===== src/hdl/spool_pkg.sv =====
// Shared types and constants for the sum pooling block.
// Used by every file of the block but spool_ram; it depends on nothing else.
package spool_pkg;

  localparam int MAX_ROWS   = 64;
  localparam int MAX_COLS   = 64;
  localparam int MAX_KERNEL = 8;
  localparam int DATA_WIDTH = 16;

  localparam int STRIDE_MAX = 8;
  localparam int SUM_WIDTH  = 22;
  localparam int SUM_MAX    = 2097151;
  localparam int SUM_MIN    = -2097152;

  localparam int CFG_INDEX_W = 3;
  localparam int CFG_DATA_W  = 7;

  localparam logic CMD_WRITE   = 1'b0;
  localparam logic CMD_COMPUTE = 1'b1;

  localparam logic STATUS_OK    = 1'b0;
  localparam logic STATUS_RANGE = 1'b1;

  typedef enum logic [CFG_INDEX_W-1:0] {
    REG_IN_HEIGHT,
    REG_IN_WIDTH,
    REG_KERNEL_HEIGHT,
    REG_KERNEL_WIDTH,
    REG_STRIDE_ROWS,
    REG_STRIDE_COLS,
    REG_PAD_ROWS,
    REG_PAD_COLS
  } cfg_reg_e;

  localparam logic [6:0] RST_IN_HEIGHT     = 7'd64;
  localparam logic [6:0] RST_IN_WIDTH      = 7'd64;
  localparam logic [3:0] RST_KERNEL_HEIGHT = 4'd2;
  localparam logic [3:0] RST_KERNEL_WIDTH  = 4'd2;
  localparam logic [3:0] RST_STRIDE_ROWS   = 4'd2;
  localparam logic [3:0] RST_STRIDE_COLS   = 4'd2;
  localparam logic [2:0] RST_PAD_ROWS      = 3'd0;
  localparam logic [2:0] RST_PAD_COLS      = 3'd0;

  // Register values after range limiting, as the datapath uses them.
  typedef struct packed {
    logic [6:0] h;
    logic [6:0] w;
    logic [3:0] kh;
    logic [3:0] kw;
    logic [3:0] sh;
    logic [3:0] sw;
    logic [2:0] ph;
    logic [2:0] pw;
  } cfg_t;

endpackage


===== src/hdl/spool_ifs.sv =====


interface spool_cfg_if;
  logic                                valid;
  logic                                ready;
  logic [spool_pkg::CFG_INDEX_W-1:0]   index;
  logic [spool_pkg::CFG_DATA_W-1:0]    data;

  modport source (output valid, index, data, input ready);
  modport sink   (input valid, index, data, output ready);
endinterface


===== src/hdl/spool_cfg.sv =====
// Configuration register file with range limiting of each size, kernel and stride register at use.
// Depends on spool_pkg and the spool_cfg_if interface.
module spool_cfg #(
  parameter int MAX_ROWS   = spool_pkg::MAX_ROWS,
  parameter int MAX_COLS   = spool_pkg::MAX_COLS,
  parameter int MAX_KERNEL = spool_pkg::MAX_KERNEL
) (
  input  logic            clk_i,
  input  logic            rst_ni,
  spool_cfg_if.sink       cfg_i,
  output spool_pkg::cfg_t cfg_o
);

  logic [6:0] in_height_q, in_width_q;
  logic [3:0] kernel_height_q, kernel_width_q, stride_rows_q, stride_cols_q;
  logic [2:0] pad_rows_q, pad_cols_q;

  assign cfg_i.ready = 1'b1;

  always_ff @(posedge clk_i or negedge rst_ni) begin
    if (!rst_ni) begin
      in_height_q     <= spool_pkg::RST_IN_HEIGHT;
      in_width_q      <= spool_pkg::RST_IN_WIDTH;
      kernel_height_q <= spool_pkg::RST_KERNEL_HEIGHT;
      kernel_width_q  <= spool_pkg::RST_KERNEL_WIDTH;
      stride_rows_q   <= spool_pkg::RST_STRIDE_ROWS;
      stride_cols_q   <= spool_pkg::RST_STRIDE_COLS;
      pad_rows_q      <= spool_pkg::RST_PAD_ROWS;
      pad_cols_q      <= spool_pkg::RST_PAD_COLS;
    end else if (cfg_i.valid) begin
      case (spool_pkg::cfg_reg_e'(cfg_i.index))
        spool_pkg::REG_IN_HEIGHT:     in_height_q     <= cfg_i.data[6:0];
        spool_pkg::REG_IN_WIDTH:      in_width_q      <= cfg_i.data[6:0];
        spool_pkg::REG_KERNEL_HEIGHT: kernel_height_q <= cfg_i.data[3:0];
        spool_pkg::REG_KERNEL_WIDTH:  kernel_width_q  <= cfg_i.data[3:0];
        spool_pkg::REG_STRIDE_ROWS:   stride_rows_q   <= cfg_i.data[3:0];
        spool_pkg::REG_STRIDE_COLS:   stride_cols_q   <= cfg_i.data[3:0];
        spool_pkg::REG_PAD_ROWS:      pad_rows_q      <= cfg_i.data[2:0];
        spool_pkg::REG_PAD_COLS:      pad_cols_q      <= cfg_i.data[2:0];
        default: begin
        end
      endcase
    end
  end

  always_comb begin
    cfg_o.h = (in_height_q == 7'd0) ? 7'd1 :
              (int'(in_height_q) > MAX_ROWS) ? 7'(MAX_ROWS) : in_height_q;
    cfg_o.w = (in_width_q == 7'd0) ? 7'd1 :
              (int'(in_width_q) > MAX_COLS) ? 7'(MAX_COLS) : in_width_q;
    cfg_o.kh = (kernel_height_q == 4'd0) ? 4'd1 :
               (int'(kernel_height_q) > MAX_KERNEL) ? 4'(MAX_KERNEL) : kernel_height_q;
    cfg_o.kw = (kernel_width_q == 4'd0) ? 4'd1 :
               (int'(kernel_width_q) > MAX_KERNEL) ? 4'(MAX_KERNEL) : kernel_width_q;
    cfg_o.sh = (stride_rows_q == 4'd0) ? 4'd1 :
               (int'(stride_rows_q) > spool_pkg::STRIDE_MAX) ?
               4'(spool_pkg::STRIDE_MAX) : stride_rows_q;
    cfg_o.sw = (stride_cols_q == 4'd0) ? 4'd1 :
               (int'(stride_cols_q) > spool_pkg::STRIDE_MAX) ?
               4'(spool_pkg::STRIDE_MAX) : stride_cols_q;
    cfg_o.ph = pad_rows_q;
    cfg_o.pw = pad_cols_q;
  end

endmodule


===== src/flat_wrapper.sv =====
// flat-port wrapper written by rule: the top's interface ports become plain ports
module spool_cfg_flat 
#(
  parameter int MAX_ROWS   = spool_pkg::MAX_ROWS,
  parameter int MAX_COLS   = spool_pkg::MAX_COLS,
  parameter int MAX_KERNEL = spool_pkg::MAX_KERNEL
)
  (clk_i, rst_ni, cfg_o, cfg_i_valid, cfg_i_index, cfg_i_data, cfg_i_ready);
  spool_cfg_if cfg_i_i ();
  input  logic clk_i;
  input  logic rst_ni;
  output spool_pkg::cfg_t cfg_o;
  input wire logic [$bits(cfg_i_i.valid)-1:0] cfg_i_valid;
  input wire logic [$bits(cfg_i_i.index)-1:0] cfg_i_index;
  input wire logic [$bits(cfg_i_i.data)-1:0] cfg_i_data;
  output wire logic [$bits(cfg_i_i.ready)-1:0] cfg_i_ready;
  assign cfg_i_i.valid = cfg_i_valid;
  assign cfg_i_i.index = cfg_i_index;
  assign cfg_i_i.data = cfg_i_data;
  assign cfg_i_ready = cfg_i_i.ready;
  spool_cfg #(.MAX_ROWS(MAX_ROWS), .MAX_COLS(MAX_COLS), .MAX_KERNEL(MAX_KERNEL)) u_core (.clk_i(clk_i), .rst_ni(rst_ni), .cfg_i(cfg_i_i), .cfg_o(cfg_o));
endmodule

===== config.mk =====
export PLATFORM = sky130hd
export DESIGN_NAME = spool_cfg_flat
export DESIGN_NICKNAME = d
export VERILOG_FILES = /design/src/hdl/spool_pkg.sv /design/src/hdl/spool_ifs.sv /design/src/hdl/spool_cfg.sv /design/src/flat_wrapper.sv
export SDC_FILE = /design/constraint.sdc
export NUM_CORES = 1
export LEC_CHECK = 0
export BUFFER_PORTS_ARGS = -buffer_cell sky130_fd_sc_hd__clkbuf_2
export CORE_MARGIN = 5
export CORE_UTILIZATION = 45
export CTS_CLUSTER_DIAMETER = 60
export DETAILED_ROUTE_END_ITERATION = 6
export PLACE_DENSITY = 0.76
export SYNTH_ARGS = -nofsm -noshare
export SYNTH_HDL_FRONTEND = slang
export SYNTH_SLANG_ARGS = --single-unit

===== constraint.sdc =====
create_clock -name clk_i -period 1.2 [get_ports clk_i]
set_clock_uncertainty 0.2 [all_clocks]
set_input_delay 0.12 -clock clk_i [delete_from_list [all_inputs] [get_ports clk_i]]
set_output_delay 0.12 -clock clk_i [all_outputs]
set_load 0.02 [all_outputs]

## Word level (Yosys, flattened, before mapping)

Index checks and enable logic that the tools add are counted.

| operators by class | value |
|---|---|
| $add $sub $neg | 0 |
| multipliers | 0 |
| div/mod/pow operators | 0 |
| $lt $le $gt $ge | 6 |
| eq/ne operators | 7 |
| shift-type cells | 0 |
| muxes and demuxes | 12 |
| bitwise operators | 0 |
| reduce and logical (&&, ||, !) cells | 15 |

Operators with widths:

| kind | number |
|---|---|
| $mux W4 | 8 |
| $mux W7 | 4 |
| $gt A4 B4 Y1 const B | 4 |
| $logic_not A4 Y1 | 4 |
| $reduce_and A2 Y1 | 8 |
| $gt A7 B7 Y1 const B | 2 |
| $logic_not A7 Y1 | 2 |
| $eq A3 B3 Y1 const B | 4 |
| $eq A3 B2 Y1 const B | 2 |
| $eq A3 B1 Y1 const B | 1 |
| $logic_not A3 Y1 | 1 |

| storage, ports and cells | value |
|---|---|
| register bits | 36 |
| bits in latches | 0 |
| memory bits (writable) | 0 |
| memory bits (read-only) | 0 |
| bits of input ports | 13 |
| output and inout port bits | 37 |
| word-level logic and storage cells | 48 |
| memories kept | 0 |

## Logic depth before layout (Yosys ltp)

Gate-level depths: netlist of the first run.

| logic depth | value |
|---|---|
| depth after elaboration | 3 |
| mapped depth | 4 |
| depth with buffers taken out | 2 |

## Least setup slack after synthesis of the first run

No wires, ideal clock.

| timing path | value |
|---|---|
| path kind | flip-flop to output port |
| from | register u_core.in_width_q[1] |
| to | output cfg_o[22] (netlist name) |
| data arrival time | 1,447 ps |
| path slack | -567 ps |
| cell stages (with the launch flop) | 3 |
| buffers on the path | 0 |
| path through | dfrtp_1 or3_1 o41ai_1 |

RTL lines:

| element | RTL line | RTL |
|---|---|---|
| start: declaration | spool_cfg.sv:14 | `logic [6:0] in_height_q, in_width_q;` |
| start signal: assignment | spool_cfg.sv:23 | `in_width_q <= spool_pkg::RST_IN_WIDTH;` |
| start signal: assignment | spool_cfg.sv:33 | `spool_pkg::REG_IN_WIDTH: in_width_q <= cfg_i.data[6:0];` |
| end: declaration | flat_wrapper.sv:12 | `output spool_pkg::cfg_t cfg_o;` |

==> impl_results.md, run 1 <==
* Gpl congestion at 0.769
* CORE AREA at 0.00363 mm2
* First-pass GRT wire length at 6120 um
* Failing checks: setup timing
* Mapped Nets at 137
* Critical R2R Launch: u_core.stride_rows_q[2]
* Fin. max-slew vios at 0
* Register Area at 912 um2
* Die Ht at 70.9 um
* Peak Freq at 558 MHz
* Peak supply drop at 1330 uV
* Hold Path End: u_core.in_width_q[3]
* Setup slack, reg-to-reg at 0.01 ns
* CTS clock-pin slew for the worst setup and hold paths at 0.07 ns
* Count leader, synth: mux2_2
* First-pass iteration count of the detailed router at 2
* Total CTS buffers at 5
* Syn Inst Count at 124
* CTS H-tree depth at 2
* Ys Warns at 0
* Total Nets Final at 209
* EDFF count, synth at 0
* CP endpoint kind: primary output
* DRC viols at 0
* WL per Instance at 15.7 um
* Status: complete, but fails checks
* Clk sink count at 36
* Min-delay src: cfg_i_data[3]
* Setup tns final at -7.30 ns
* Netlist Area Pre-Place at 0.00167 mm2
* Synth unique cells at 19
* Gr usage total at 15.6%
* Top post-synthesis cells by count: 33 x mux2_2, 30 x dfrtp_1, 18 x nor2b_1
* Area after DPL at 0.00218 mm2
* Antenna diode count at 0
* DP Cell Count at 228
* Final hold violation count at 0
* I/O Buffers at 48
* Endpoints failing setup at 28
* Post-synthesis register bit count at 36
* Register area share after synthesis at 54.5%
* Routed wire length on met3 at 232 um
* Vias/cell at 4.93
* Iter 0 DRT Violations at 30
* Crit start category: flop
* CTS tree: built
* Synth Flop Type: dfrtp_1
* Share of cells above drive strength 1 at 73.6%
* Filler cells at 248
* Post-synth top area share at 45.0%
* Data required time of the worst path at 0.88 ns
* Min Tclk post-route at 1.79 ns
* FF-to-FF End: u_core.stride_rows_q[2]
* Worst Hold Class: primary input to flop
* DRT met1 WL at 1670 um
* Uppermost routed layer: met4
* WHS at 0.00745 ns
* Dominant cell type by area after synthesis: dfrtp_1
* Post-Syn Area per Cell at 13.4 um2
* CP peak stage delay at 0.40 ns
* Initial antenna violation count at 0
* Met2 Wirelength at 1930 um
* Die width at 70.9 um
* Clock root cell: clkbuf_8
* Die Footprint at 0.00502 mm2
* Area grow syn2layout at 60.4%
* Non-Filler Instances at 245
* I/O pin cnt at 50
* Power per standard cell area at 1770 mW/mm2
* Synth top area cells: dfrtp_1 45%, mux2_2 22%, dfstp_2 9.5%, nor2b_1 6.8%, o21ba_2 2.4%
* Bufs on Longest Clock Path at 2
* Total grt overflow at 0
* Final instance area at 0.00267 mm2
* Maxcap violations at 0
* R2R cell count at 3
* Initial Utilization at 45.9%
* CP cell instances: or3_4, o41ai_4, buf_4
* Largest net degree at the start of global routing at 37
* Vias in the first global route at 1290
* Ys async rst share at 100%
* Hold path cells at 2
* Multi-input gate area at 940 um2
* Detailed Route WL at 3850 um
* Via count at 1208
* WS Path Type: flop to primary output
* RSZ-0062 raised after global routing: true
* ANT nets after route at 0
* Final setup margin at -0.592 ns
* CP max stage cell: or3_4
* CP max FO at 2
* Final HPWL DP at 2680 um
* Leak pwr at 1.25 nW
* Row cnt at 22
* CP Data Arrival Time at 1.47 ns
* Later-pin clock latency in the skew report at 0.28 ns
* Fin crit share at 149%
cell type report:
| cell class | instances | share of cell area [%] |
|---|---|---|
| Clock buffer | 8 | 3.37 |
| Multi-Input combinational cell | 77 | 35.2 |
| Sequential cell | 36 | 34.1 |
| Tap cell | 48 | 2.25 |
| Timing Repair Buffer | 76 | 25.1 |
power breakdown:
| group | switching, mW | internal (mW) |
|---|---|---|
| combinational | 0.854 | 1.23 |
| sequential | 0.264 | 1.52 |
| clock | 0.383 | 0.468 |
per-stage QoR:
stage	setup slack (ns)	total power, mW	util (%)
floorplan	-0.230	2.70	-
global placement	-0.298	3.21	60.0
detailed placement	-0.337	3.26	60.0
CTS	-0.623	4.40	68.3
global route	-0.682	4.97	73.6
finish	-0.592	4.72	73.6
what timing repair did:
| action | 4_1_cts | 5_1_grt |
|---|---|---|
| hold buffers | 4 | 0 |
| setup endpoints to repair | 28 | 33 |
| resized for setup | 38 | 75 |
| hold endpoints to repair | 42 | 0 |
| setup buffers | 4 | 5 |
| pin swaps | 1 | 3 |
layer usage:
metal	up-vias	track usage, %
met2	39	26.3
met4	0	3.13
li1	574	-
met3	4	6.25
met5	-	0
met1	591	19.0
logic make-up after synthesis:
group,count (synthesis),share of synthesized area (%)
buffers and inverters,11,2.85
multiplexers,36,24.3
other,1,0.225
AO/OA/AOI/OAI,6,3.45
AND/OR/NAND/NOR,34,14.6
flip-flops,36,54.5
critical path, delay by kind of cell (launching register included):
family	cells	cell delay, ns
simple gates	1	0.40
flops	1	0.39
compound gates	1	0.21
buf+inv	1	0.19
placed cells by master (no fill, tap or decap), types with 4 or more instances in the layout:
| cell type | instances |
|---|---|
| dfrtp_1 | 27 |
| buf_4 | 24 |
| buf_6 | 20 |
| clkbuf_2 | 19 |
| mux2_4 | 17 |
| mux2_2 | 16 |
| nor2b_4 | 11 |
| nor2b_1 | 7 |
| buf_8 | 7 |
| clkbuf_8 | 6 |
| dfstp_2 | 6 |
| dlygate4sd3_1 | 4 |
sequential cells by signal, summed over array words and instances, names as in the netlist:
signal / count
u_core.kernel_height_q: 4
u_core.pad_rows_q: 3
u_core.pad_cols_q: 3
u_core.in_height_q: 7
u_core.in_width_q: 7
u_core.stride_rows_q: 4
u_core.stride_cols_q: 4
u_core.kernel_width_q: 4
how the worst max path moves through the flow:
| stage | to | slack, ns | start |
|---|---|---|---|
| after floorplan | cfg_o[22] | -0.23 | u_core.in_width_q[1] |
| after global placement | cfg_o[29] | -0.30 | u_core.in_height_q[1] |
| after detailed placement | cfg_o[29] | -0.34 | u_core.in_height_q[1] |
| after CTS | cfg_o[29] | -0.62 | u_core.in_height_q[4] |
| after global routing | cfg_o[22] | -0.68 | u_core.in_width_q[1] |
| final | cfg_o[29] | -0.59 | u_core.in_height_q[4] |
Note: power is estimated with default switching activity, not from simulation.
==> run 2: changes to the inputs <==
- BUFFER_PORTS_ARGS: -buffer_cell sky130_fd_sc_hd__clkbuf_2 -> default
- CORE_UTILIZATION: 45 -> 54
- DONT_BUFFER_PORTS: default -> 1
- PLACE_DENSITY: 0.76 -> 0.74
- RECOVER_POWER: default -> 50
- SETUP_SLACK_MARGIN: default -> 0.4
==> run 2 against run 1 <==
  * Power decreased by 2.6%
  * The run ends with hold timing, setup timing left
  * Count of clock-buffer cells in the layout is the same
  * Largest power group unchanged
  * Highest routed layer unchanged
  * Design area is 4.5% lower
  * Sequential cell count stayed put
  * Non-clock buffer count decreased by 34
  * Core utilization up 11 points
  * Critical endpoint is now cfg_o[22]
  * Cell count fell by 20%
  * Sequential power up 4%
  * Critical path depth unchanged
==> impl_results.md, run 2 (same netlist as run 1, synthesis figures left out) <==
* Status: complete, but fails checks
* CP endpoint kind: primary output
* Fin. max-slew vios at 0 (unchanged)
* CTS H-tree depth at 2 (unchanged)
* Critical R2R Launch: u_core.kernel_height_q[2]
* Die Ht at 65.6 um (-7.5%)
* Vias/cell at 5.61 (+14%)
* RSZ-0062 raised after global routing: true
* Final Power at 4.60 mW (-2.6%)
* Most common cell after layout, fill and taps aside: mux2_4
* Vias in the first global route at 1251 (-3.0%)
* CP Launch Point: u_core.in_width_q[3]
* Largest regs: u_core.in_height_q: 7 flops, u_core.in_width_q: 7 flops
* Sequential power share at 40.7% (+2.8 points)
* Leak pwr at 1.19 nW (-4.6%)
* FF-to-FF End: u_core.kernel_height_q[2]
* Bufs on Longest Clock Path at 2 (unchanged)
* Switching power at 1.52 mW (+1.1%)
* CTS clock-pin slew for the worst setup and hold paths at 0.11 ns (+0.04 ns)
* CTS tree: built
* Int Pwr at 3.08 mW (-4.4%)
* Maxcap violations at 0 (unchanged)
* Iter 0 DRT Violations at 41 (+37%)
* CP Data Arrival Time at 1.51 ns (+0.04 ns)
* Min Tclk post-route at 1.83 ns (+0.0418 ns)
* First-pass iteration count of the detailed router at 4 (+2)
* Fin crit share at 153% (+3.5 points)
* Clock root cell: clkbuf_4
* Setup slack, reg-to-reg at -0.09 ns (-0.10 ns)
* Data required time of the worst path at 0.88 ns (about the same)
* Worst slack at placement at -0.300 ns (+0.0369 ns)
* Die width at 65.6 um (-7.5%)
* WHS at -0.731 ns (-0.739 ns)
* Setup tns final at -7.49 ns (-0.195 ns)
* Worst Setup EP: cfg_o[22]
* Peak Freq at 545 MHz (-2.3%)
* First-pass GRT wire length at 6670 um (+8.9%)
* Die Footprint at 0.00430 mm2 (-14%)
* Gpl congestion at 0.776 (+0.98%)
* Power per standard cell area at 1800 mW/mm2 (+2.0%)
* Total CTS buffers at 5 (unchanged)
* Final hold violation count at 72 (+72)
* CORE AREA at 0.00300 mm2 (-17%)
* Row cnt at 20 (-9.1%)
* CP max FO at 2 (unchanged)
* Most frequent cells in the layout: 33 x mux2_4, 30 x buf_6, 26 x dfrtp_1, 17 x nor2b_4, 9 x buf_4
* I/O pin cnt at 50 (unchanged)
* Later-pin clock latency in the skew report at 0.32 ns (+0.04 ns)
* Initial antenna violation count at 0 (unchanged)
* Initial Utilization at 55.5% (+9.6 points)
* Area grow syn2layout at 53.2%
* DRC viols at 0 (unchanged)
* Final setup margin at -0.634 ns (-0.0418 ns)
* Failing checks: hold timing, setup timing
* Peak supply drop at 1140 uV (-14%)
* Largest net degree at the start of global routing at 37 (unchanged)
* Clk sink count at 36 (unchanged)
* WL per Instance at 21.1 um (+34%)
* Gr usage total at 21.0% (+5.4 points)
* R2R cell count at 4 (+1)
* Endpoints failing setup at 39 (+39%)
* Share of cells above drive strength 1 at 77.9% (+4.3 points)
* Switching portion of total power at 33.0% (+1.2 points)
* Clock power frac at 14.6% (-3.4 points)
* Antenna diode count at 0 (unchanged)
* Crit start category: flop
* Via count at 1100 (-8.9%)
* ANT nets after route at 0 (unchanged)
* Final Util at 85.0% (+11 points)
* Total grt overflow at 0 (unchanged)
* WS Path Type: flop to primary output
* Worst Hold Class: primary input to asynchronous set/reset pin
* Gate power share at 44.7% (+0.6 points)
* Total Nets Final at 175 (-16%)
* Detailed Route WL at 4140 um (+7.5%)
* Filler cells at 140 (-44%)
* I/O Buffers at 0 (-100%)
* Final HPWL DP at 2620 um (-2.0%)
[run 2: cell count changes in the layout (fill, tap and decap cells not counted), sizes merged]
cell,delta
dlygate4sd3,-4
buf,-11
clkbuf,-19
[run 2: worst min-delay path by stage]
stage               startpoint                        end  slack [ns]  depth (start not counted)
detailed placement      rst_ni  u_core.kernel_height_q[3]       -0.37                          0
global placement        rst_ni  u_core.kernel_height_q[3]       -0.37                          0
floorplan               rst_ni      u_core.in_height_q[0]       -0.38                          0
finish                  rst_ni    u_core.stride_cols_q[3]       -0.73                          0
CTS                     rst_ni    u_core.stride_rows_q[3]       -0.73                          0
global route            rst_ni   u_core.kernel_width_q[3]       -0.76                          0
[run 2: final cells by class]
cell class / count / area (um2) / area share [%]
tap: 33 / 41.3 / 1.62
clock buffer: 8 / 58.8 / 2.30
sequential: 36 / 913 / 35.8
timing repair buffer: 42 / 465 / 18.2
multi-input combinational: 77 / 1070 / 42.1
[run 2: routing by layer]
| layer | vias to the layer above | wire length [um] | global-route usage, % | share of wire, % |
|---|---|---|---|---|
| met2 | 41 | 2140 | 35.1 | 52 |
| li1 | 506 | - | - | - |
| met3 | 2 | 301 | 7.18 | 7.3 |
| met1 | 551 | 1690 | 26.2 | 41 |
| met5 | - | 0 | 0 | 0 |
| met4 | 0 | 6 | 4.66 | 0.15 |
[run 2: power by group through the flow]
stage | registers [mW] | logic [mW] | clock network, mW
3_3_place_gp | 1.81 | 1.52 | 0
5_1_grt | 1.90 | 2.15 | 0.755
6_report | 1.87 | 2.06 | 0.671
2_1_floorplan | 1.87 | 1.21 | 0
4_1_cts | 1.85 | 1.94 | 0.677
3_5_place_dp | 1.83 | 1.55 | 0
[run 2: worst max-delay path, stage by stage, from the launching register on]
cell and delay, ns:
dfrtp_1 0.40, or3_4 0.41, o41ai_4 0.20, buf_4 0.19
[run 2: timing repair]
item                                    CTS  global route
hold endpoints to repair                 72            72
pin swaps                                 8             4
gates resized for setup                  49             8
cloned                                    0             0
endpoints found under the setup margin   72            72
setup buffers                            10             7
[run 2: metrics by stage]
stage | hold slack (ns) | cells | cell area, um2
5_1_grt | -0.757 | 196 | 2550
3_3_place_gp | -0.375 | 171 | 2140
3_5_place_dp | -0.375 | 171 | 2140
4_1_cts | -0.734 | 189 | 2470
2_1_floorplan | -0.376 | 124 | 2050
6_report | -0.731 | 196 | 2550
