==> src/hdl/spool_pkg.sv <==
// Shared types and constants for the sum pooling block.
// Used by every file of the block but spool_ram; it depends on nothing else.
package spool_pkg;

  localparam int MAX_ROWS   = 64;
  localparam int MAX_COLS   = 64;
  localparam int MAX_KERNEL = 8;
  localparam int DATA_WIDTH = 16;

  localparam int STRIDE_MAX = 8;
  localparam int SUM_WIDTH  = 22;
  localparam int SUM_MAX    = 2097151;
  localparam int SUM_MIN    = -2097152;

  localparam int CFG_INDEX_W = 3;
  localparam int CFG_DATA_W  = 7;

  localparam logic CMD_WRITE   = 1'b0;
  localparam logic CMD_COMPUTE = 1'b1;

  localparam logic STATUS_OK    = 1'b0;
  localparam logic STATUS_RANGE = 1'b1;

  typedef enum logic [CFG_INDEX_W-1:0] {
    REG_IN_HEIGHT,
    REG_IN_WIDTH,
    REG_KERNEL_HEIGHT,
    REG_KERNEL_WIDTH,
    REG_STRIDE_ROWS,
    REG_STRIDE_COLS,
    REG_PAD_ROWS,
    REG_PAD_COLS
  } cfg_reg_e;

  localparam logic [6:0] RST_IN_HEIGHT     = 7'd64;
  localparam logic [6:0] RST_IN_WIDTH      = 7'd64;
  localparam logic [3:0] RST_KERNEL_HEIGHT = 4'd2;
  localparam logic [3:0] RST_KERNEL_WIDTH  = 4'd2;
  localparam logic [3:0] RST_STRIDE_ROWS   = 4'd2;
  localparam logic [3:0] RST_STRIDE_COLS   = 4'd2;
  localparam logic [2:0] RST_PAD_ROWS      = 3'd0;
  localparam logic [2:0] RST_PAD_COLS      = 3'd0;

  // Register values after range limiting, as the datapath uses them.
  typedef struct packed {
    logic [6:0] h;
    logic [6:0] w;
    logic [3:0] kh;
    logic [3:0] kw;
    logic [3:0] sh;
    logic [3:0] sw;
    logic [2:0] ph;
    logic [2:0] pw;
  } cfg_t;

endpackage

==> src/hdl/spool_ifs.sv <==
// Valid/ready channel interfaces of the sum pooling block: request, response
// and register write. Depends on spool_pkg for the register port widths.
interface spool_req_if;
  logic               valid;
  logic               ready;
  logic               command;
  logic        [6:0]  row;
  logic        [6:0]  col;
  logic signed [15:0] pixel;

  modport source (output valid, command, row, col, pixel, input ready);
  modport sink   (input valid, command, row, col, pixel, output ready);
endinterface

interface spool_rsp_if;
  logic               valid;
  logic               ready;
  logic signed [21:0] window_sum;
  logic               status;

  modport source (output valid, window_sum, status, input ready);
  modport sink   (input valid, window_sum, status, output ready);
endinterface


==> src/hdl/spool_core.sv <==
// Request sequencer: pixel writes into the frame RAM and window walks that
// read, accumulate and saturate one sum. Depends on spool_pkg and spool_ifs.
module spool_core #(
  parameter int MAX_ROWS   = spool_pkg::MAX_ROWS,
  parameter int MAX_COLS   = spool_pkg::MAX_COLS,
  parameter int MAX_KERNEL = spool_pkg::MAX_KERNEL,
  parameter int DATA_WIDTH = spool_pkg::DATA_WIDTH,
  parameter int DEPTH      = MAX_ROWS * MAX_COLS,
  parameter int ADDR_W     = (DEPTH > 1) ? $clog2(DEPTH) : 1
) (
  input  logic                  clk_i,
  input  logic                  rst_ni,
  input  spool_pkg::cfg_t       cfg_i,
  spool_req_if.sink             req_i,
  spool_rsp_if.source           rsp_o,
  output logic                  ram_we_o,
  output logic [ADDR_W-1:0]     ram_waddr_o,
  output logic [DATA_WIDTH-1:0] ram_wdata_o,
  output logic                  ram_re_o,
  output logic [ADDR_W-1:0]     ram_raddr_o,
  input  logic [DATA_WIDTH-1:0] ram_rdata_i
);

  localparam int ACC_RAW = DATA_WIDTH + $clog2(MAX_KERNEL * MAX_KERNEL + 1) + 1;
  localparam int ACC_W   = (ACC_RAW > spool_pkg::SUM_WIDTH + 1) ?
                           ACC_RAW : spool_pkg::SUM_WIDTH + 1;
  localparam logic signed [ACC_W-1:0] SAT_HI = ACC_W'(spool_pkg::SUM_MAX);
  localparam logic signed [ACC_W-1:0] SAT_LO = ACC_W'(spool_pkg::SUM_MIN);

  typedef enum logic [2:0] {
    ST_IDLE,
    ST_SETUP,
    ST_RUN,
    ST_DRAIN,
    ST_DONE
  } state_e;

  state_e                    state_q, state_d;
  logic [6:0]                row_q, row_d, col_q, col_d;
  logic signed [11:0]        r_base_q, r_base_d, c_base_q, c_base_d;
  logic                      err_q, err_d;
  logic [3:0]                ki_q, ki_d, kj_q, kj_d;
  logic                      rd_pend_q, rd_pend_d;
  logic signed [ACC_W-1:0]   acc_q, acc_d;
  logic                      out_valid_q, out_valid_d;
  logic signed [21:0]        out_sum_q, out_sum_d;
  logic                      out_status_q, out_status_d;

  logic [10:0]        prod_r, prod_c;
  logic [11:0]        reach_r, reach_c, span_r, span_c;
  logic signed [11:0] r_cur, c_cur;
  logic               in_image;
  logic               accept;
  logic               load_out;
  logic signed [ACC_W-1:0] acc_sum;

  assign req_i.ready = (state_q == ST_IDLE);
  assign accept      = req_i.valid && req_i.ready;

  generate
    if (DATA_WIDTH <= 16) begin : g_trunc
      assign ram_wdata_o = req_i.pixel[DATA_WIDTH-1:0];
    end else begin : g_sext
      assign ram_wdata_o = {{(DATA_WIDTH-16){req_i.pixel[15]}}, req_i.pixel};
    end
  endgenerate

  assign ram_we_o = accept && (req_i.command == spool_pkg::CMD_WRITE) &&
                    (req_i.row < cfg_i.h) && (req_i.col < cfg_i.w);
  assign ram_waddr_o = ADDR_W'(32'(req_i.row) * MAX_COLS + 32'(req_i.col));

  assign prod_r  = 11'(row_q) * 11'(cfg_i.sh);
  assign prod_c  = 11'(col_q) * 11'(cfg_i.sw);
  assign reach_r = {1'b0, prod_r} + 12'(cfg_i.kh);
  assign reach_c = {1'b0, prod_c} + 12'(cfg_i.kw);
  assign span_r  = 12'(cfg_i.h) + 12'({cfg_i.ph, 1'b0});
  assign span_c  = 12'(cfg_i.w) + 12'({cfg_i.pw, 1'b0});

  assign r_cur    = r_base_q + $signed({8'd0, ki_q});
  assign c_cur    = c_base_q + $signed({8'd0, kj_q});
  assign in_image = !r_cur[11] && ($unsigned(r_cur) < 12'(cfg_i.h)) &&
                    !c_cur[11] && ($unsigned(c_cur) < 12'(cfg_i.w));

  assign ram_re_o    = (state_q == ST_RUN) && in_image;
  assign ram_raddr_o = ADDR_W'(32'(r_cur[10:0]) * MAX_COLS + 32'(c_cur[10:0]));

  assign acc_sum = acc_q + {{(ACC_W-DATA_WIDTH){ram_rdata_i[DATA_WIDTH-1]}}, ram_rdata_i};
  assign load_out = (state_q == ST_DONE) && (!out_valid_q || rsp_o.ready);

  always_comb begin
    state_d      = state_q;
    row_d        = row_q;
    col_d        = col_q;
    r_base_d     = r_base_q;
    c_base_d     = c_base_q;
    err_d        = err_q;
    ki_d         = ki_q;
    kj_d         = kj_q;
    rd_pend_d    = 1'b0;
    acc_d        = rd_pend_q ? acc_sum : acc_q;
    out_valid_d  = out_valid_q && !rsp_o.ready;
    out_sum_d    = out_sum_q;
    out_status_d = out_status_q;

    case (state_q)
      ST_IDLE: begin
        if (accept && (req_i.command == spool_pkg::CMD_COMPUTE)) begin
          row_d   = req_i.row;
          col_d   = req_i.col;
          state_d = ST_SETUP;
        end
      end
      ST_SETUP: begin
        r_base_d = $signed({1'b0, prod_r}) - $signed(12'(cfg_i.ph));
        c_base_d = $signed({1'b0, prod_c}) - $signed(12'(cfg_i.pw));
        err_d    = (reach_r > span_r) || (reach_c > span_c);
        ki_d     = 4'd0;
        kj_d     = 4'd0;
        acc_d    = '0;
        state_d  = err_d ? ST_DONE : ST_RUN;
      end
      ST_RUN: begin
        rd_pend_d = in_image;
        if (kj_q == cfg_i.kw - 4'd1) begin
          kj_d = 4'd0;
          ki_d = ki_q + 4'd1;
          if (ki_q == cfg_i.kh - 4'd1) begin
            state_d = ST_DRAIN;
          end
        end else begin
          kj_d = kj_q + 4'd1;
        end
      end
      ST_DRAIN: begin
        state_d = ST_DONE;
      end
      ST_DONE: begin
        if (load_out) begin
          out_valid_d = 1'b1;
          if (err_q) begin
            out_sum_d    = '0;
            out_status_d = spool_pkg::STATUS_RANGE;
          end else begin
            out_status_d = spool_pkg::STATUS_OK;
            if (acc_q > SAT_HI) begin
              out_sum_d = SAT_HI[21:0];
            end else if (acc_q < SAT_LO) begin
              out_sum_d = SAT_LO[21:0];
            end else begin
              out_sum_d = acc_q[21:0];
            end
          end
          state_d = ST_IDLE;
        end
      end
      default: begin
        state_d = ST_IDLE;
      end
    endcase
  end

  always_ff @(posedge clk_i or negedge rst_ni) begin
    if (!rst_ni) begin
      state_q      <= ST_IDLE;
      row_q        <= '0;
      col_q        <= '0;
      r_base_q     <= '0;
      c_base_q     <= '0;
      err_q        <= 1'b0;
      ki_q         <= '0;
      kj_q         <= '0;
      rd_pend_q    <= 1'b0;
      acc_q        <= '0;
      out_valid_q  <= 1'b0;
      out_sum_q    <= '0;
      out_status_q <= spool_pkg::STATUS_OK;
    end else begin
      state_q      <= state_d;
      row_q        <= row_d;
      col_q        <= col_d;
      r_base_q     <= r_base_d;
      c_base_q     <= c_base_d;
      err_q        <= err_d;
      ki_q         <= ki_d;
      kj_q         <= kj_d;
      rd_pend_q    <= rd_pend_d;
      acc_q        <= acc_d;
      out_valid_q  <= out_valid_d;
      out_sum_q    <= out_sum_d;
      out_status_q <= out_status_d;
    end
  end

  assign rsp_o.valid      = out_valid_q;
  assign rsp_o.window_sum = out_sum_q;
  assign rsp_o.status     = out_status_q;

endmodule
==> src/flat_wrapper.sv <==
// flat-port wrapper written by rule: the top's interface ports become plain ports
module spool_core_flat 
#(
  parameter int MAX_ROWS   = spool_pkg::MAX_ROWS,
  parameter int MAX_COLS   = spool_pkg::MAX_COLS,
  parameter int MAX_KERNEL = spool_pkg::MAX_KERNEL,
  parameter int DATA_WIDTH = spool_pkg::DATA_WIDTH,
  parameter int DEPTH      = MAX_ROWS * MAX_COLS,
  parameter int ADDR_W     = (DEPTH > 1) ? $clog2(DEPTH) : 1
)
  (clk_i, rst_ni, cfg_i, ram_we_o, ram_waddr_o, ram_wdata_o, ram_re_o, ram_raddr_o, ram_rdata_i, req_i_valid, req_i_command, req_i_row, req_i_col, req_i_pixel, req_i_ready, rsp_o_valid, rsp_o_window_sum, rsp_o_status, rsp_o_ready);
  spool_req_if req_i_i ();
  spool_rsp_if rsp_o_i ();
  input  logic clk_i;
  input  logic rst_ni;
  input  spool_pkg::cfg_t cfg_i;
  output logic ram_we_o;
  output logic [ADDR_W-1:0] ram_waddr_o;
  output logic [DATA_WIDTH-1:0] ram_wdata_o;
  output logic ram_re_o;
  output logic [ADDR_W-1:0] ram_raddr_o;
  input  logic [DATA_WIDTH-1:0] ram_rdata_i;
  input wire logic [$bits(req_i_i.valid)-1:0] req_i_valid;
  input wire logic [$bits(req_i_i.command)-1:0] req_i_command;
  input wire logic [$bits(req_i_i.row)-1:0] req_i_row;
  input wire logic [$bits(req_i_i.col)-1:0] req_i_col;
  input wire logic [$bits(req_i_i.pixel)-1:0] req_i_pixel;
  output wire logic [$bits(req_i_i.ready)-1:0] req_i_ready;
  output wire logic [$bits(rsp_o_i.valid)-1:0] rsp_o_valid;
  output wire logic [$bits(rsp_o_i.window_sum)-1:0] rsp_o_window_sum;
  output wire logic [$bits(rsp_o_i.status)-1:0] rsp_o_status;
  input wire logic [$bits(rsp_o_i.ready)-1:0] rsp_o_ready;
  assign req_i_i.valid = req_i_valid;
  assign req_i_i.command = req_i_command;
  assign req_i_i.row = req_i_row;
  assign req_i_i.col = req_i_col;
  assign req_i_i.pixel = req_i_pixel;
  assign req_i_ready = req_i_i.ready;
  assign rsp_o_valid = rsp_o_i.valid;
  assign rsp_o_window_sum = rsp_o_i.window_sum;
  assign rsp_o_status = rsp_o_i.status;
  assign rsp_o_i.ready = rsp_o_ready;
  spool_core #(.MAX_ROWS(MAX_ROWS), .MAX_COLS(MAX_COLS), .MAX_KERNEL(MAX_KERNEL), .DATA_WIDTH(DATA_WIDTH), .DEPTH(DEPTH), .ADDR_W(ADDR_W)) u_core (.clk_i(clk_i), .rst_ni(rst_ni), .cfg_i(cfg_i), .req_i(req_i_i), .rsp_o(rsp_o_i), .ram_we_o(ram_we_o), .ram_waddr_o(ram_waddr_o), .ram_wdata_o(ram_wdata_o), .ram_re_o(ram_re_o), .ram_raddr_o(ram_raddr_o), .ram_rdata_i(ram_rdata_i));
endmodule
==> config.mk <==
export PLATFORM = sky130hd
export DESIGN_NAME = spool_core_flat
export DESIGN_NICKNAME = d
export VERILOG_FILES = /design/src/hdl/spool_pkg.sv /design/src/hdl/spool_ifs.sv /design/src/hdl/spool_core.sv /design/src/flat_wrapper.sv
export SDC_FILE = /design/constraint.sdc
export NUM_CORES = 1
export LEC_CHECK = 0
export ABC_CLOCK_PERIOD_IN_PS = 5200
export BUFFER_PORTS_ARGS = -buffer_cell sky130_fd_sc_hd__buf_2
export CAP_MARGIN = 20
export CORE_AREA = 2 2 133 135
export DETAILED_ROUTE_END_ITERATION = 10
export DIE_AREA = 0 0 135 137
export GPL_TIMING_DRIVEN = 0
export PLACE_DENSITY = 0.81
export SLEW_MARGIN = 0
export SYNTH_ARGS = -nofsm -noshare
export SYNTH_HDL_FRONTEND = slang
export SYNTH_SLANG_ARGS = --single-unit
==> constraint.sdc <==
create_clock -name clk_i -period 5.2 [get_ports clk_i]
set_clock_uncertainty 0.15 [all_clocks]
set_input_delay 0.26 -clock clk_i [delete_from_list [all_inputs] [get_ports clk_i]]
set_output_delay 0.26 -clock clk_i [all_outputs]
set_load 0.005 [all_outputs]
Word-level counts from Yosys, hierarchy flattened
Index checks and enable logic that the tools add are counted.

word-level totals
  bits in registers = 99
  logic and storage cells = 92

cells by class
  add/subtract/negate cells = 15
  multiply operators = 2
  order comparisons = 8
  eq/ne operators = 10
  muxes and demuxes = 19
  bitwise operators = 1
  reduce and logical (&&, ||, !) cells = 24

operators with widths
  operator                                                                            number
  22-bit 2-to-1 mux                                                                   3
  24-bit 2-to-1 mux                                                                   2
  11-bit by 4-bit adder with 12-bit output                                            2
  12-bit by 5-bit adder with 12-bit output                                            2
  24-bit adder                                                                        1
  12-bit greater-than comparator                                                      2
  24-bit by 22-bit greater-than comparator with 1-bit output (second input constant)  1
  12-bit by 7-bit less-than comparator with 1-bit output                              2
  24-bit by 22-bit less-than comparator with 1-bit output (second input constant)     1
  11-bit by 3-bit subtractor with 12-bit output                                       2
  7-bit by 4-bit multiplier with 11-bit output                                        2
  7-bit by 4-bit adder with 8-bit output                                              2
  4-bit case mux with 2 select lines                                                  2
  3-bit 2-to-1 mux                                                                    5
  3-bit case mux with 5 select lines                                                  1
  7-bit less-than comparator                                                          2
  12-bit by 11-bit adder with 12-bit output                                           1
  12-bit by 7-bit adder with 12-bit output                                            1
  1-bit logical AND                                                                   11
  4-bit by 1-bit adder with 4-bit output (second input constant)                      2
  4-bit == test                                                                       2
  4-bit 2-to-1 mux                                                                    2
  4-bit by 1-bit subtractor with 4-bit output (second input constant)                 2
  3-bit by 2-bit == test with 1-bit output (second input constant)                    2
  other kinds (12)                                                                    24

Depth between registers and ports, before layout
  word-level depth = 6
  mapped depth = 20
  mapped depth without buffers = 20

Worst setup path before layout
OpenSTA, ideal clock, no wires.

  path type = register to register
  start point = register u_core.col_q[0]
  end point = register u_core.err_q
  library setup time = 0.135 ns
  arrival time = 4.508 ns
  data required time = 4.915 ns
  path slack = 0.408 ns
  stages on the path, launching flop included = 20
  path buffers = 0
  clock period less this slack = 4.792 ns
  cell sequence = dfrtp_1 > nand2_1 > fa_1 > inv_1 > fa_1 > inv_1 > fa_1 > inv_1 > ha_1 > nor2b_1 > o21a_1 > xor2_1 > ha_1 > a21o_1 > a21o_1 > a21oi_1 > o21ai_0 > a2111o_1 > nor4_2 > a31oi_1

on the way
  cells in the longest elaborated chain, start to end = 4

ends and longest elaborated chain
  item                                          line               text
  from (decl)                                   spool_core.sv:39   logic [6:0] row_q, row_d, col_q, col_d;
  from (signal assigned)                        spool_core.sv:180  col_q <= col_d;
  7-bit by 4-bit multiplier with 11-bit output  spool_core.sv:73   assign prod_c = 11'(col_q) * 11'(cfg_i.sw);
  11-bit by 4-bit adder with 12-bit output      spool_core.sv:75   assign reach_c = {1'b0, prod_c} + 12'(cfg_i.kw);
  12-bit greater-than comparator                spool_core.sv:116  err_d = (reach_r > span_r) || (reach_c > span_c);
  1-bit logical OR                              spool_core.sv:116
  to (signal assigned)                          spool_core.sv:183  err_q <= err_d;
  to (decl)                                     spool_core.sv:41   logic err_q, err_d;

No other way between the ends.
A chain may end at the register's enable or synchronous reset.

Worst setup path in the final report
  start point = register u_core.row_q[1]
  end point = register u_core.state_q[2]

on the way
  cells in the longest elaborated chain, start to end = 6

ends and longest elaborated chain
  item                                          line               text
  from (decl)                                   spool_core.sv:39
  from (signal assigned)                        spool_core.sv:179  row_q <= row_d;
  7-bit by 4-bit multiplier with 11-bit output  spool_core.sv:72   assign prod_r = 11'(row_q) * 11'(cfg_i.sh);
  11-bit by 4-bit adder with 12-bit output      spool_core.sv:74   assign reach_r = {1'b0, prod_r} + 12'(cfg_i.kh);
  12-bit greater-than comparator                spool_core.sv:116
  1-bit logical OR                              spool_core.sv:116
  3-bit 2-to-1 mux                              spool_core.sv:120  state_d = err_d ? ST_DONE : ST_RUN;
  3-bit case mux with 5 select lines            spool_core.sv:105  case (state_q)
  to (signal assigned)                          spool_core.sv:178  state_q <= state_d;
  to (decl)                                     spool_core.sv:38   state_e state_q, state_d;

No other way between the ends.

==> run summary <==
Least-Margin Pin Slew: 920 ps
Ys async rst share: 1.00
Most common cell after layout, fill and taps aside: buf_2
Antenna violations before repair: 0
Critical Path RT: 5290 ps
Max_slew headroom: 0.387
Setup CP Type: register to register
DR WL/cell: 15.8 µm
Hold Fails Final Rpt: 0
# rows: 48
Max-cap violations: 0
Distinct cells, synth: 68
Placer Congestion: 0.923
Power Density: 665 nW/µm²
Worst Setup End Kind: register
Worst VDD drop: 481 µV
Endpoint of the lowest-slack register-to-register path: u_core.state_q[2]
Drc violations: 0
Post-DRT Antenna Nets: 0
LEAKAGE: 5.75 nW
Die area: 18,500 µm²
# port buffers: 137
DR pass1 iterations: 8
Crit start category: register
Hold Path End: u_core.row_q[6]
Status: complete, no violations
TritonCTS clock tree: built
Ant. Diodes: 0
Yosys top cell area share: 0.251
Final setup fails: 0
Syn_nets: 1,388
Vias per cell: 5.67
Synth warn: 0
Top_reg_cell synth: dfrtp_1
Crit Path Max Fanout: 7
FF+latch count, synth: 99
NetSw: 3.60 mW
CP arrival: 5190 ps
Nets: 1,548
H-tree Lvls: 3
Fillers: 1,402
Ports: 154
Final period utilization: 0.982
Post-layout util: 0.668
CTS sink cnt: 99
CP max stage delay: 530 ps
Synth Instances: 1,139
First DRT Iteration DRCs: 632
RR Startpoint: u_core.row_q[1]
Largest net degree at the start of global routing: 56
R2r setup slk: 90 ps
Cell count of the worst hold path: 2
Yosys top cell by area: dfrtp_1
Average instance area after synthesis: 8.68 µm²
Mapped Area: 9890 µm²
CTS root buf: clkbuf_16
Hold_sp: req_i_row[6]
Vias in the first global route: 8,277
Inserted Clock Buffers: 9
Max-slew violations: 0
CP bufs+invs: 3
First-pass GRT wire length: 39,100 µm
Post-synth EDFFs: 0
CP top delay family: adder cells
Switching share of power: 0.476
Worst-skew pair later-pin latency: 360 ps
Worst reg2reg path depth: 21
P&R area growth vs syn: 15.2%
Die W: 135 µm
Share of layout cells above drive strength 1: 0.181
Setup ws final: 93.2 ps
Register area share after synthesis: 0.251
Clock period minus final worst setup slack: 5110 ps
Synth area leaders: dfrtp_1 (25%), ha_1 (17%), xnor2_1 (6.3%)
P_int: 3.97 mW
Initial Utilization: 0.580
Worst-path cell chain: buf_4, and2_1, fa_1, inv_1, fa_1, inv_1, ha_4, nor2b_1, o21ai_1, nor3b_2, nor2_4, nand3_1, xnor2_1, ha_1, nand3_1, nor3_2, a21o_1, a31oi_1, a2111o_1, nor4_4, a31oi_1
Via count: 8,673
Total track usage: 0.263
Comb power frac: 0.738
Final wirelength: 24,200 µm
Design Power: 7.58 mW
Pre-CTS setup slack: -108 ps
Total core area: 17,100 µm²
GRT overflow: 0
Slowest stage cell, crit path: fa_1
Die Span Y: 137 µm
DP HPWL: 19,000 µm
Most frequent cells in the layout: buf_2 (136), ha_1 (129), nand2_1 (106)
Hold Crit Class: input pin to register
Maximum clock insertion buffer count: 2
Sequential Power Share: 0.164
F_max: 196 MHz
Worst-path clk slew: 70 ps
Clock Power Share: 0.098
[cell families (layout without fill, tap and decap cells)]
| group | count (synthesis) | count (layout) | share of synthesized area |
|---|---|---|---|
| compound gates | 242 | 242 | 0.152 |
| xor+xnor | 100 | 100 | 0.0893 |
| fa+ha+maj | 162 | 162 | 0.228 |
| buf+inv | 142 | 307 | 0.0622 |
| flops | 99 | 99 | 0.251 |
| mux | 29 | 29 | 0.0314 |
| simple gates | 365 | 365 | 0.187 |
[how the worst max path moves through the flow]
stage,from,end,slack [ps],cells past startpoint
6_report,u_core.row_q[1],u_core.state_q[2],90,21
5_1_grt,u_core.row_q[1],u_core.err_q,-60,21
4_1_cts,u_core.row_q[1],u_core.state_q[2],2,20
3_5_place_dp,u_core.row_q[0],u_core.state_q[2],-110,20
3_3_place_gp,u_core.row_q[0],u_core.state_q[2],-40,20
2_1_floorplan,u_core.col_q[0],u_core.err_q,410,19
[power groups by stage]
stage / combinational [mW] / sequential (mW) / clock, mW
2_1_floorplan: 3.93 / 1.18 / 0
3_3_place_gp: 4.93 / 1.25 / 0
3_5_place_dp: 5.08 / 1.26 / 0
4_1_cts: 5.19 / 1.24 / 0.747
5_1_grt: 6.19 / 1.28 / 0.774
6_report: 5.59 / 1.25 / 0.741
[routing by layer]
metal | up-vias | global-route usage | routed length, µm
li1 | 4228 | - | -
met1 | 4142 | 0.334 | 10600
met2 | 250 | 0.467 | 11800
met3 | 53 | 0.0378 | 1240
met4 | 0 | 0.0729 | 555
met5 | - | 0 | 0
[repair_timing]
item,CTS,global route
setup buffers,1,9
endpoints found under the hold margin,44,0
gates resized for setup,2,19
setup endpoints to repair,3,3
pin swaps,1,12
hold buffers,1,0
[worst register-to-register path: cells and delay by family, from the launching register on]
kind,cells,cell delay [ps]
compound gates,5,880
buf+inv,3,270
fa+ha+maj,4,1680
xor+xnor,1,160
flops,1,410
simple gates,8,1400
[area by class of cell]
cell class              instances  area [µm²]  area share
multi-input cells             898        6900       0.606
flip-flops and latches         99        2480       0.218
repair buffers                149         801      0.0703
inverters                      96         360      0.0316
well taps                     225         282      0.0247
plain buffers                  46         255      0.0224
clock buffers                  10         229      0.0201
clock inverters                 6        87.6     0.00769
[sequential cells by signal, summed over array words and instances, names as in the netlist, 4 cells and up]
register and flops:
u_core.ki_q 4, u_core.col_q 7, u_core.rsp_o.window_sum 22, u_core.acc_q 24, u_core.r_base_q 12, u_core.kj_q 4
u_core.row_q 7, u_core.c_base_q 12
[cells in the mapped netlist (3+ instances only)]
| cell type | number |
|---|---|
| ha_1 | 132 |
| fa_1 | 30 |
| o21ai_1 | 5 |
| nand2_1 | 106 |
| nor4_1 | 3 |
| xnor2_1 | 71 |
| and2_1 | 43 |
| a211o_1 | 4 |
| nand4_1 | 13 |
| nor3_1 | 30 |
| o22ai_1 | 4 |
| a31oi_1 | 12 |
| buf_4 | 22 |
| nand2b_1 | 16 |
| a21oi_1 | 46 |
| nor2_1 | 72 |
| o21bai_1 | 5 |
| dfrtp_1 | 99 |
| nand3_1 | 23 |
| nor3b_1 | 4 |
| clkbuf_1 | 20 |
| xor2_1 | 28 |
| nand3b_1 | 3 |
| o21a_1 | 9 |
| mux2_2 | 16 |
| a21o_1 | 37 |
| or3_1 | 3 |
| or2_2 | 6 |
| o21ai_0 | 84 |
| inv_1 | 95 |
| buf_1 | 4 |
| o31a_1 | 4 |
| and3_1 | 7 |
| a211oi_1 | 11 |
| nor2b_1 | 21 |
| mux2i_1 | 13 |
[stage by stage]
step / cells / instance area [µm²] / hold slack [ps] / TNS (ps)
detailed placement: 1502 / 10900 / 165 / -302
floorplan: 1139 / 9890 / -186 / 0
global route: 1529 / 11400 / 18.7 / -157
global placement: 1501 / 10900 / 307 / -81.1
CTS: 1520 / 11200 / 6.40 / 0
finish: 1529 / 11400 / 8.67 / 0
No activity file was read; power rests on OpenSTA's default activity.
